**src/rtl/ursel_pkg.sv**
```systemverilog
// Shared types and constants for the unchoke top-rate selector.
package ursel_pkg;

    localparam int PEER_ID_W = 8;
    localparam int RATE_W    = 32;
    localparam int ACT_W     = 2;
    localparam int CFG_IDX_W = 1;

    localparam logic [RATE_W-1:0] UP_LIMIT_RST   = RATE_W'(50 * 1024);
    // 103 gives the same test as "below 102.4" on integer rates
    localparam logic [RATE_W-1:0] DOWN_FLOOR_RST = RATE_W'(103);

    localparam logic [CFG_IDX_W-1:0] REG_UP_LIMIT   = 1'b0;
    localparam logic [CFG_IDX_W-1:0] REG_DOWN_FLOOR = 1'b1;

    typedef enum logic [ACT_W-1:0] {
        ACT_UNCHOKE = 2'd0,
        ACT_CHOKE   = 2'd1,
        ACT_NONE    = 2'd2
    } action_t;

    // Broadcast control from the sequencer to every slot cell
    typedef struct packed {
        logic upd;   // commit the current report this cycle
        logic take;  // report is eligible and not force-choked
        logic full;  // every slot holds a member
        logic ge;    // report rate >= minimum slot rate
        logic roll;  // chosen set becomes previous set, chosen set cleared
    } ursel_ctrl_t;

endpackage

```
**src/rtl/ursel_cell.sv**
```systemverilog
// One slot cell: chosen and previous member, plus one stage of the minimum chain.
module ursel_cell import ursel_pkg::*;
#(
    parameter int K    = 0,
    parameter int IDXW = 2,
    parameter int ID_W = 8
)
(
    input  logic              clk,
    input  logic              rst_n,
    input  ursel_ctrl_t       ctrl,
    input  logic [ID_W-1:0]   new_id,
    input  logic [RATE_W-1:0] new_rate,
    input  logic [IDXW-1:0]   sel_idx,
    input  logic              left_valid,
    input  logic [RATE_W-1:0] left_min_rate,
    input  logic [IDXW-1:0]   left_min_idx,
    output logic              chosen_valid,
    output logic [ID_W-1:0]   chosen_id,
    output logic              prev_valid,
    output logic [ID_W-1:0]   prev_id,
    output logic [RATE_W-1:0] min_rate,
    output logic [IDXW-1:0]   min_idx
);

    localparam logic [IDXW-1:0] MY_IDX = IDXW'(K);

    logic              valid_reg;
    logic [ID_W-1:0]   id_reg;
    logic [RATE_W-1:0] rate_reg;
    logic              pvalid_reg;
    logic [ID_W-1:0]   pid_reg;
    logic [RATE_W-1:0] min_rate_reg;
    logic [IDXW-1:0]   min_idx_reg;
    logic [RATE_W-1:0] min_rate_next;
    logic [IDXW-1:0]   min_idx_next;
    logic              append;
    logic              replace;
    logic              wr;

    // first free slot takes the append; the first minimum slot takes a replace
    assign append  = ctrl.take & ~ctrl.full & ~valid_reg & left_valid;
    assign replace = ctrl.take & ctrl.full & ctrl.ge & (sel_idx == MY_IDX);
    assign wr      = ctrl.upd & (append | replace);

    // strict less keeps the earlier slot on ties
    always_comb
    begin
        if (K == 0 || rate_reg < left_min_rate)
        begin
            min_rate_next = rate_reg;
            min_idx_next  = MY_IDX;
        end
        else
        begin
            min_rate_next = left_min_rate;
            min_idx_next  = left_min_idx;
        end
    end

    always_ff @(posedge clk or negedge rst_n)
    begin
        if (!rst_n)
        begin
            valid_reg  <= 1'b0;
            pvalid_reg <= 1'b0;
        end
        else if (ctrl.roll)
        begin
            pvalid_reg <= valid_reg;
            valid_reg  <= 1'b0;
        end
        else if (wr)
        begin
            valid_reg <= 1'b1;
        end
    end

    always_ff @(posedge clk)
    begin
        min_rate_reg <= min_rate_next;
        min_idx_reg  <= min_idx_next;
        if (ctrl.roll)
        begin
            pid_reg <= id_reg;
        end
        if (wr)
        begin
            id_reg   <= new_id;
            rate_reg <= new_rate;
        end
    end

    assign chosen_valid = valid_reg;
    assign chosen_id    = id_reg;
    assign prev_valid   = pvalid_reg;
    assign prev_id      = pid_reg;
    assign min_rate     = min_rate_reg;
    assign min_idx      = min_idx_reg;

endmodule

```
**config.mk**
```make
export PLATFORM = sky130hd
export DESIGN_NAME = ursel_cell
export DESIGN_NICKNAME = d
export VERILOG_FILES = /design/src/rtl/ursel_pkg.sv /design/src/rtl/ursel_cell.sv
export SDC_FILE = /design/constraint.sdc
export NUM_CORES = 1
export LEC_CHECK = 0
export BUFFER_PORTS_ARGS = -buffer_cell sky130_fd_sc_hd__buf_4
export CORE_ASPECT_RATIO = 1.25
export CORE_MARGIN = 3
export CORE_UTILIZATION = 41
export DETAILED_ROUTE_END_ITERATION = 16
export GPL_ROUTABILITY_DRIVEN = 0
export PLACE_DENSITY = 0.77
export SETUP_SLACK_MARGIN = 0.02
export SLEW_MARGIN = 0
export SYNTH_ARGS = -nofsm -noshare
export SYNTH_HDL_FRONTEND = slang
export SYNTH_SLANG_ARGS = --single-unit
```
**constraint.sdc**
```tcl
create_clock -name clk -period 3.8 [get_ports clk]
set_input_delay 0.76 -clock clk [delete_from_list [all_inputs] [get_ports clk]]
set_output_delay 0.76 -clock clk [all_outputs]
set_load 0.03 [all_outputs]
```
==> flow_summary.rst, run 1 <==
.. list-table::
   :header-rows: 1

   * - Metric
     - Value
   * - Status
     - completed
   * - Total routing resource utilization after global routing
     - 13.1%
   * - Cell repeated most along the worst path
     - sky130_fd_sc_hd__buf_4
   * - Cells taking the most area after synthesis
     - sky130_fd_sc_hd__edfxtp_1 65%, sky130_fd_sc_hd__dfxtp_1 29%, sky130_fd_sc_hd__dfrtp_1 2.3%
   * - Switch share
     - 20.9%
   * - Data required time at the worst endpoint
     - 3770 ps
   * - Highest attainable clock frequency
     - 520 MHz
   * - Synth top area share
     - 65.1%
   * - Final Setup Violations
     - 0
   * - Ant diodes
     - 0
   * - Internal power component
     - 1.32 mW
   * - CTS Hold Buffers Added
     - 0
   * - P_sw
     - 0.347 mW
   * - Chip height
     - 88.2 µm
   * - Horizontal extent of the die
     - 71.7 µm
   * - Sum of buffers and inverters on the critical path
     - 2
   * - PostCTS Resize Cnt
     - 0
   * - Number of instances in the synthesized netlist
     - 94
   * - CTS tree
     - yes
   * - Critical path's largest stage delay
     - 440 ps
   * - Avg Cell Area, Syn
     - 23.6 µm²
   * - Maximum Capacitance Violations
     - 0
   * - Critical path endpoint category
     - flop
   * - Total number of vias
     - 1,158
   * - Number of storage elements in the synthesis netlist
     - 82
   * - Maximum number of pins on one net before global-route repair
     - 41
   * - Yosys synthesis warning count
     - 0
   * - Number of post-CTS setup repair buffers
     - 0
   * - Number of H-tree levels
     - 3
   * - Top fanout value on the critical path
     - 40
   * - Logic gate share of total power
     - 5.9%
   * - Worst-Skew Late Latency
     - 340 ps
   * - Sequential share of power
     - 58.2%
   * - Proportion of power drawn by the clock network
     - 36.0%
   * - Worst hold margin
     - 194 ps
   * - Worst setup path class
     - in -> reg
   * - Peak VDD IR
     - 438 µV
   * - Antenna Nets Post-Route
     - 0
   * - Core region area
     - 5150 µm²
   * - Clock buffers created by TritonCTS
     - 9
   * - Number of design rule violations left after detail routing
     - 0
   * - Worst path slowest cell
     - sky130_fd_sc_hd__buf_4
   * - Number of global-route vias before repair
     - 1,185
   * - Seq/Total Area, Yosys
     - 96.3%
   * - TritonCTS sink count
     - 82
   * - Root buffer cell
     - sky130_fd_sc_hd__clkbuf_8
   * - Worst-path cell chain
     - buf_4 > or3b_1 > a21oi_4 > buf_4
   * - Cell Rows
     - 29
   * - First-pass GRT wire length
     - 5980 µm
   * - Final layout net count
     - 288
   * - DIE AREA
     - 6320 µm²
   * - Layout cells sized above 1
     - 56.0%
   * - Detail-routed net length per standard cell
     - 14.4 µm
   * - Largest buffer count on any clock path
     - 2
   * - Most area-hungry cell type in the Yosys netlist
     - sky130_fd_sc_hd__edfxtp_1
   * - Arrival time reported for the critical path endpoint
     - 1900 ps
   * - Setup repair after global routing missed its margin
     - false
   * - Critical path startpoint category
     - input pin
   * - Global route total overflow
     - 0
   * - Total power per unit cell area
     - 514 nW/µm²
   * - Setup skew after layout
     - 9.40 ps
   * - Total negative slack
     - 0 ps
   * - Port buffer count
     - 99
   * - Post-layout minimum cycle time
     - 1920 ps
   * - Area of the mapped netlist
     - 2210 µm²
   * - Final Cycle Share
     - 50.6%
   * - DRC violation total after the first TritonRoute iteration
     - 67
   * - Type of the worst min-delay path
     - in -> async
   * - Final hold viol count
     - 0
   * - Clock transition at path regs
     - 70 ps
   * - Area added between synthesis and finish
     - 46.2%
   * - Initial antenna violation count
     - 0
   * - Initial Utilization
     - 43.0%
   * - Post-Route Utilization
     - 62.8%
   * - Via/cell ratio
     - 4.27
   * - Number of top-level pins
     - 136
   * - Summed area of non-filler cells in the final layout
     - 3240 µm²
   * - Number of unique standard cell types used by synthesis
     - 13
   * - Crit-path leading delay family
     - buffers and inverters
   * - Detailed-routing iteration count for the pre-antenna-repair pass
     - 4
   * - Leak Pwr
     - 1.34 nW
   * - Instance area after placement
     - 3040 µm²
   * - Detailed Route WL
     - 3890 µm
   * - Fin. max-slew vios
     - 0
## worst register-to-register path, delay by kind of cell (launching register included)
kind | cells | cell delay (ps)
AOI/OAI and AO/OA | 1 | 150
buffers and inverters | 1 | 440
DFF | 1 | 420
and+or+nand+nor | 1 | 410
## layout by cell type (no fill, tap or decap)
cell,synthesis,layout
sky130_fd_sc_hd__clkbuf_8,0,9
sky130_fd_sc_hd__bufinv_16,0,1
sky130_fd_sc_hd__a21oi_1,2,1
sky130_fd_sc_hd__clkbuf_1,0,1
sky130_fd_sc_hd__clkinv_2,0,1
sky130_fd_sc_hd__dfxtp_1,32,32
sky130_fd_sc_hd__nand2_1,1,1
sky130_fd_sc_hd__clkinv_4,0,2
sky130_fd_sc_hd__conb_1,1,2
sky130_fd_sc_hd__or3b_1,1,1
sky130_fd_sc_hd__edfxtp_1,48,48
sky130_fd_sc_hd__dfrtp_1,2,2
sky130_fd_sc_hd__nand2b_1,1,1
sky130_fd_sc_hd__a21oi_4,0,1
sky130_fd_sc_hd__clkinvlp_4,0,1
sky130_fd_sc_hd__inv_4,0,1
sky130_fd_sc_hd__a311oi_1,1,1
sky130_fd_sc_hd__nand4bb_1,1,1
sky130_fd_sc_hd__inv_1,1,1
sky130_fd_sc_hd__buf_4,2,100
sky130_fd_sc_hd__mux2_2,1,1
## worst paths after layout
path,start,cells after the start,slack (ps),endpoint
setup reg to reg,chosen_valid,3,2000,min_rate_next[19]
hold reg to reg,min_rate_next[10],0,340,min_rate[10]
min in group clk,min_rate_next[10],0,340,min_rate[10]
setup / recovery,ctrl[2],4,1880,min_rate_next[19]
hold / removal,rst_n,1,190,prev_valid
max in group asynchronous,rst_n,1,3520,chosen_valid
## metal layers
metal  track usage, %  vias to the layer above  part of all wire, %
met5                0                        -                    0
met4             6.15                        0                  1.2
met3             8.15                        5                   13
met2             20.4                       59                   52
met1             14.2                      537                   34
li1                 -                      557                    -
## cells by family (layout without fill, tap and decap cells)
| family | count (synthesis) | after routing | share of synthesized area [%] |
|---|---|---|---|
| muxes | 1 | 1 | 0.508 |
| buffers and inverters | 3 | 117 | 0.847 |
| other | 1 | 2 | 0.169 |
| DFF | 82 | 82 | 96.3 |
| AOI/OAI and AO/OA | 3 | 3 | 0.848 |
| and+or+nand+nor | 4 | 4 | 1.36 |
## synthesized netlist by cell type
cell and number:
sky130_fd_sc_hd__conb_1 1, sky130_fd_sc_hd__mux2_2 1, sky130_fd_sc_hd__a311oi_1 1, sky130_fd_sc_hd__dfrtp_1 2, sky130_fd_sc_hd__buf_4 2, sky130_fd_sc_hd__dfxtp_1 32
sky130_fd_sc_hd__nand4bb_1 1, sky130_fd_sc_hd__or3b_1 1, sky130_fd_sc_hd__nand2_1 1, sky130_fd_sc_hd__inv_1 1, sky130_fd_sc_hd__a21oi_1 2, sky130_fd_sc_hd__edfxtp_1 48
sky130_fd_sc_hd__nand2b_1 1
## final cells by class
class | count | area [µm²]
inverter | 1 | 3.75
multi-input combinational | 10 | 78.8
tap | 62 | 77.6
clock inverter | 6 | 66.3
fill | 399 | 1920
sequential | 82 | 2130
clock buffer | 10 | 128
timing repair buffer | 100 | 751
## stage by stage
step | setup slack (ps) | power, mW | std cells
2_1_floorplan | 223 | 1.02 | 95
3_3_place_gp | 1540 | 1.08 | 255
3_5_place_dp | 1510 | 1.09 | 255
4_1_cts | 1870 | 1.68 | 271
5_1_grt | 1810 | 1.73 | 271
6_report | 1880 | 1.66 | 271
## power groups by stage
| stage | combinational (mW) | sequential [mW] | clock (mW) |
|---|---|---|---|
| after floorplan | 0.0108 | 1.01 | 0 |
| after global placement | 0.0969 | 0.987 | 0 |
| final | 0.0974 | 0.967 | 0.598 |
| after global routing | 0.104 | 0.969 | 0.659 |
| after detailed placement | 0.0989 | 0.988 | 0 |
| after CTS | 0.0989 | 0.967 | 0.618 |
Power figures use the tool's default switching activity.
==> inputs of run 2 (changes only) <==
Clock period 3.8 ns to 2 ns, I/O delays scaled along.
==> flow_summary.rst, run 2 (synthesis results as in run 1) <==
.. list-table::
   :header-rows: 1

   * - Metric
     - Value
   * - TritonCTS sink count
     - 82 (unchanged)
   * - Setup slack of the most critical reg-to-reg path
     - 460 ps (was 2000 ps)
   * - DRC violation total after the first TritonRoute iteration
     - 24 (was 67)
   * - P_sw
     - 0.650 mW (was 0.347 mW)
   * - Layout cells sized above 1
     - 56.9% (was 56.0%)
   * - Clock transition at path regs
     - 80 ps (was 70 ps)
   * - Final Setup Violations
     - 0 (unchanged)
   * - Setup skew after layout
     - 7.24 ps (was 9.40 ps)
   * - PnR Total Power
     - 3.31 mW (was 1.66 mW)
   * - Number of top-level pins
     - 136 (unchanged)
   * - Arrival time reported for the critical path endpoint
     - 1570 ps (was 1900 ps)
   * - Clock buffers created by TritonCTS
     - 9 (unchanged)
   * - Maximum number of pins on one net before global-route repair
     - 27 (was 41)
   * - PostCTS Resize Cnt
     - 0 (unchanged)
   * - Initial Utilization
     - 43.0% (unchanged)
   * - Antenna Nets Post-Route
     - 0 (unchanged)
   * - Most common library cell in the layout ignoring fill and taps
     - sky130_fd_sc_hd__buf_4 (unchanged)
   * - Final hold viol count
     - 0 (unchanged)
   * - Initial antenna violation count
     - 0 (unchanged)
   * - Number of inserted filler cells in the final layout
     - 386 (was 399)
   * - Total number of vias
     - 1,156 (was 1,158)
   * - Type of the worst min-delay path
     - in -> reg (was in -> async)
   * - Detail-routed net length per standard cell
     - 13.8 µm (was 14.4 µm)
   * - Area added between synthesis and finish
     - 49.1% (was 46.2%)
   * - Via/cell ratio
     - 4.23 (was 4.27)
   * - Critical path startpoint category
     - flop (was input pin)
   * - Proportion of power drawn by the clock network
     - 38.8% (was 36.0%)
   * - Final Cycle Share
     - 76.9%
   * - Highest-count cells in the layout ignoring fill and taps
     - 100 x sky130_fd_sc_hd__buf_4, 48 x sky130_fd_sc_hd__edfxtp_1, 32 x sky130_fd_sc_hd__dfxtp_1, 10 x sky130_fd_sc_hd__clkbuf_8 (was 100 x sky130_fd_sc_hd__buf_4, 48 x sky130_fd_sc_hd__edfxtp_1, 32 x sky130_fd_sc_hd__dfxtp_1, 9 x sky130_fd_sc_hd__clkbuf_8)
   * - Final layout net count
     - 290 (was 288)
   * - Setup repair after global routing missed its margin
     - false (unchanged)
   * - Critical path endpoint category
     - flop (unchanged)
   * - CTS tree
     - yes (unchanged)
   * - Post-layout minimum cycle time
     - 1540 ps
   * - DIE AREA
     - 6320 µm² (unchanged)
   * - Data required time at the worst endpoint
     - 2030 ps (was 3770 ps)
   * - First-pass GRT wire length
     - 5660 µm (was 5980 µm)
   * - Largest buffer count on any clock path
     - 2 (unchanged)
   * - Logic gate share of total power
     - 5.8% (was 5.9%)
   * - Number of post-CTS setup repair buffers
     - 0 (unchanged)
   * - Number of H-tree levels
     - 3 (unchanged)
   * - Chip height
     - 88.2 µm (unchanged)
   * - Worst-Skew Late Latency
     - 330 ps (was 340 ps)
   * - Cell Rows
     - 29 (unchanged)
   * - Core region area
     - 5150 µm² (unchanged)
   * - Number of global-route vias before repair
     - 1,166 (was 1,185)
   * - Detailed Route WL
     - 3780 µm (was 3890 µm)
   * - Status
     - completed (unchanged)
   * - Leak Pwr
     - 1.37 nW (was 1.34 nW)
   * - Root buffer cell
     - sky130_fd_sc_hd__clkbuf_8 (unchanged)
   * - Worst hold margin
     - 236 ps (was 194 ps)
   * - Sequential share of power
     - 55.4% (was 58.2%)
   * - Horizontal extent of the die
     - 71.7 µm (unchanged)
   * - Total routing resource utilization after global routing
     - 12.6% (was 13.1%)
   * - Critical path's largest stage delay
     - 440 ps (about the same)
   * - Switch share
     - 19.6% (was 20.9%)
   * - Worst path slowest cell
     - sky130_fd_sc_hd__dfrtp_2 (was sky130_fd_sc_hd__buf_4)
   * - Ant diodes
     - 0 (unchanged)
   * - Highest attainable clock frequency
     - 650 MHz
   * - Number of design rule violations left after detail routing
     - 0 (unchanged)
   * - Total power per unit cell area
     - 1000 nW/µm² (was 514 nW/µm²)
   * - Maximum Capacitance Violations
     - 0 (unchanged)
   * - Top fanout value on the critical path
     - 14 (was 40)
   * - Worst setup path class
     - reg -> reg (was in -> reg)
   * - CTS Hold Buffers Added
     - 1 (was 0)
   * - Worst-path cell chain
     - or3b_4 > a21oi_4 > buf_4 (was buf_4 > or3b_1 > a21oi_4 > buf_4)
   * - Peak VDD IR
     - 973 µV (was 438 µV)
   * - Global route total overflow
     - 0 (unchanged)
   * - Detailed-routing iteration count for the pre-antenna-repair pass
     - 3 (was 4)
   * - Fin. max-slew vios
     - 0 (unchanged)
   * - Internal power component
     - 2.66 mW (was 1.32 mW)
   * - Port buffer count
     - 99 (unchanged)
-- run 2: area by class of cell --
cell class              instances  area [µm²]  area share [%]
clock buffers                  10         138            4.17
repair buffers                102         781            23.6
inverters                       1        3.75           0.114
multi-input cells              10        81.3            2.46
clock inverters                 6        87.6            2.65
well taps                      62        77.6            2.35
flip-flops and latches         82        2130            64.6
-- run 2: through the flow --
stage                     worst slack (ps)  std cells  TNS, ps  utilization [%]  instance area [µm²]
final                                  462        273        0             64.1                 3300
after CTS                              449        273        0             64.1                 3300
after detailed placement               349        256        0             59.5                 3070
after global routing                   401        273        0             64.1                 3300
after global placement                 341        256        0             59.5                 3070
after floorplan                      -2.51         95     -100                -                 2230
-- run 2: critical path: cells and delay by family (launching register included) --
| kind | cells | cell delay, ps |
|---|---|---|
| buffers and inverters | 1 | 240 |
| and+or+nand+nor | 1 | 390 |
| DFF | 1 | 440 |
| AOI/OAI and AO/OA | 1 | 170 |
-- run 2: power groups by stage --
stage / Combinational, mW / Clock (mW) / Sequential (mW)
2_1_floorplan: 0.0236 / 0 / 1.92
3_3_place_gp: 0.188 / 0 / 1.87
3_5_place_dp: 0.193 / 0 / 1.88
4_1_cts: 0.194 / 1.32 / 1.84
5_1_grt: 0.205 / 1.40 / 1.84
6_report: 0.192 / 1.29 / 1.84
-- run 2: per-layer routing --
layer	share of wire [%]	global-route usage [%]
met4	1.7	6.15
met2	49	19.9
met1	32	11.0
met3	17	11.0
met5	0	0
-- run 2: final timing paths --
kind	cells past startpoint	to	startpoint
max in group asynchronous	2	chosen_valid	rst_n
worst min register to register	0	min_rate[29]	min_rate_next[29]
worst min-delay path	1	min_rate_next[24]	new_rate[24]
worst max register to register	3	chosen_id[4]	chosen_valid
worst max-delay path	3	chosen_id[4]	chosen_valid
min in group asynchronous	2	chosen_valid	rst_n
==> inputs of run 3 (changes only) <==
Settings changed: CORE_UTILIZATION 41 to 37, PLACE_DENSITY 0.77 to 0.73.
Clock period 2 ns to 1.35 ns, I/O delays scaled along.
==> flow_summary.rst, run 3 (synthesis results as in run 1) <==
.. list-table::
   :header-rows: 1

   * - Metric
     - Value
   * - Status
     - complete, but fails checks (was completed)
   * - Violated checks
     - negative setup slack
   * - Critical path's largest stage delay
     - 400 ps (was 440 ps)
   * - CTS tree
     - yes (unchanged)
   * - Total power per unit cell area
     - 1390 nW/µm² (was 1000 nW/µm²)
   * - Final hold viol count
     - 0 (unchanged)
   * - Instance area after placement
     - 3100 µm² (was 3070 µm²)
   * - Fin. max-slew vios
     - 0 (unchanged)
   * - Clock buffers created by TritonCTS
     - 9 (unchanged)
   * - Final Cycle Share
     - 110% (was 76.9%)
   * - Number of inserted filler cells in the final layout
     - 438 (was 386)
   * - Largest buffer count on any clock path
     - 2 (unchanged)
   * - Number of design rule violations left after detail routing
     - 0 (unchanged)
   * - Final Setup Violations
     - 40 (was 0)
   * - DIE AREA
     - 6960 µm² (was 6320 µm²)
   * - Total routing resource utilization after global routing
     - 12.2% (was 12.6%)
   * - Most common library cell in the layout ignoring fill and taps
     - sky130_fd_sc_hd__buf_4 (unchanged)
   * - Worst hold margin
     - 94.2 ps (was 236 ps)
   * - Leak Pwr
     - 1.36 nW (was 1.37 nW)
   * - Total negative slack
     - -5090 ps (was 0 ps)
   * - Top fanout value on the critical path
     - 21 (was 14)
   * - Ant diodes
     - 0 (unchanged)
   * - Routed met1 length
     - 1470 µm (was 1220 µm)
   * - Data required time at the worst endpoint
     - 1400 ps (was 2030 ps)
   * - TritonCTS sink count
     - 82 (unchanged)
   * - Initial antenna violation count
     - 0 (unchanged)
   * - Chip height
     - 92.5 µm (was 88.2 µm)
   * - Initial Utilization
     - 39.6% (was 43.0%)
   * - Highest attainable clock frequency
     - 674 MHz (was 650 MHz)
   * - Post-layout minimum cycle time
     - 1480 ps (was 1540 ps)
   * - Number of cells after detailed placement
     - 260 (was 256)
   * - Via/cell ratio
     - 4.36 (was 4.23)
   * - Antenna Nets Post-Route
     - 0 (unchanged)
   * - Final layout net count
     - 292 (was 290)
   * - Worst setup path class
     - reg -> reg (unchanged)
   * - Peak VDD IR
     - 856 µV (was 973 µV)
   * - Fin worst setup slack
     - -134 ps (was 462 ps)
   * - Post-layout instance count excluding filler cells
     - 277 (was 273)
   * - Cell Rows
     - 30 (was 29)
   * - Number of post-CTS setup repair buffers
     - 0 (unchanged)
   * - Worst-path cell chain
     - or3b_4 > a21oi_4 > buf_12 (was or3b_4 > a21oi_4 > buf_4)
   * - Setup repair after global routing missed its margin
     - true (was false)
   * - Summed area of non-filler cells in the final layout
     - 3290 µm² (was 3300 µm²)
   * - Horizontal extent of the die
     - 75.2 µm (was 71.7 µm)
   * - Total met2 wirelength after detailed routing
     - 2060 µm (was 1840 µm)
   * - Critical path endpoint category
     - flop (unchanged)
   * - Worst-Skew Late Latency
     - 340 ps (was 330 ps)
   * - Detail-routed net length per standard cell
     - 14.8 µm (was 13.8 µm)
   * - Clock transition at path regs
     - 80 ps (about the same)
   * - Highest-count cells in the layout ignoring fill and taps
     - 100 x sky130_fd_sc_hd__buf_4, 48 x sky130_fd_sc_hd__edfxtp_1, 32 x sky130_fd_sc_hd__dfxtp_1, 9 x sky130_fd_sc_hd__clkbuf_8 (was 100 x sky130_fd_sc_hd__buf_4, 48 x sky130_fd_sc_hd__edfxtp_1, 32 x sky130_fd_sc_hd__dfxtp_1, 10 x sky130_fd_sc_hd__clkbuf_8)
   * - Layout cells sized above 1
     - 57.3% (was 56.9%)
   * - Critical path startpoint category
     - flop (unchanged)
   * - Length of routed met3 wiring
     - 431 µm (was 656 µm)
   * - Maximum Capacitance Violations
     - 0 (unchanged)
   * - Highest metal layer with signal wires
     - met4 (unchanged)
   * - Port buffer count
     - 99 (unchanged)
   * - Area added between synthesis and finish
     - 48.4% (was 49.1%)
   * - Setup skew after layout
     - 8.28 ps (was 7.24 ps)
   * - Detailed-routing iteration count for the pre-antenna-repair pass
     - 4 (was 3)
   * - Type of the worst min-delay path
     - in -> reg (unchanged)
   * - Total number of vias
     - 1,207 (was 1,156)
   * - Arrival time reported for the critical path endpoint
     - 1540 ps (was 1570 ps)
   * - Number of global-route vias before repair
     - 1,266 (was 1,166)
   * - Hpwl dp
     - 3110 µm
   * - Core region area
     - 5590 µm² (was 5150 µm²)
   * - Number of top-level pins
     - 136 (unchanged)
   * - First-pass GRT wire length
     - 5910 µm (was 5660 µm)
   * - Worst path slowest cell
     - sky130_fd_sc_hd__dfrtp_2 (unchanged)
   * - DRC violation total after the first TritonRoute iteration
     - 38 (was 24)
   * - Detailed Route WL
     - 4090 µm (was 3780 µm)
   * - Maximum number of pins on one net before global-route repair
     - 22 (was 27)
   * - Root buffer cell
     - sky130_fd_sc_hd__clkbuf_8 (unchanged)
   * - Global route total overflow
     - 0 (unchanged)
   * - Number of H-tree levels
     - 3 (unchanged)
-- run 3: cell type report --
class | instances | area (µm²) | area share (%)
clock buffers | 10 | 128 | 3.88
clock inverters | 6 | 48.8 | 1.48
inverters | 1 | 3.75 | 0.114
multi-input cells | 10 | 81.3 | 2.47
flip-flops and latches | 82 | 2130 | 64.9
well taps | 64 | 80.1 | 2.44
repair buffers | 104 | 812 | 24.7
-- run 3: power by group --
| group | total, mW | internal [mW] | switching, mW |
|---|---|---|---|
| logic | 0.292 | 0.151 | 0.142 |
| registers | 2.72 | 2.70 | 0.0158 |
| clock network | 1.55 | 0.688 | 0.863 |
| total | 4.56 | 3.54 | 1.02 |
-- run 3: final timing paths --
path | cells past startpoint | startpoint | slack [ps] | to
worst max-delay path | 3 | chosen_valid | -130 | chosen_id[0]
worst max register to register | 3 | chosen_valid | -130 | chosen_id[0]
max in group asynchronous | 2 | rst_n | 1010 | chosen_valid
worst min-delay path | 1 | new_rate[21] | 90 | min_rate_next[21]
worst min register to register | 0 | min_rate_next[17] | 340 | min_rate[17]
min in group asynchronous | 2 | rst_n | 240 | chosen_valid
-- run 3: critical path, delay by kind of cell (launching register included) --
| family | cells | cell delay (ps) |
|---|---|---|
| DFF | 1 | 400 |
| and+or+nand+nor | 1 | 380 |
| AOI/OAI and AO/OA | 1 | 210 |
| buffers and inverters | 1 | 200 |
-- run 3: what timing repair did --
item                                    4_1_cts  5_1_grt
resized for setup                             1        0
endpoints found under the setup margin       41       41
hold buffers                                  1        0
endpoints found under the hold margin         2        0
-- run 3: layer usage --
layer / track usage, % / up-vias
li1: - / 567
met1: 12.2 / 552
met2: 20.2 / 77
met3: 4.13 / 11
met4: 9.18 / 0
met5: 0 / -
-- run 3: metrics by stage --
stage | setup WS, ps | util [%] | total power, mW
floorplan | -653 | - | 2.89
global placement | -159 | 55.4 | 3.06
detailed placement | -167 | 55.4 | 3.07
CTS | -150 | 58.8 | 4.64
global route | -180 | 58.8 | 4.76
finish | -134 | 58.8 | 4.56
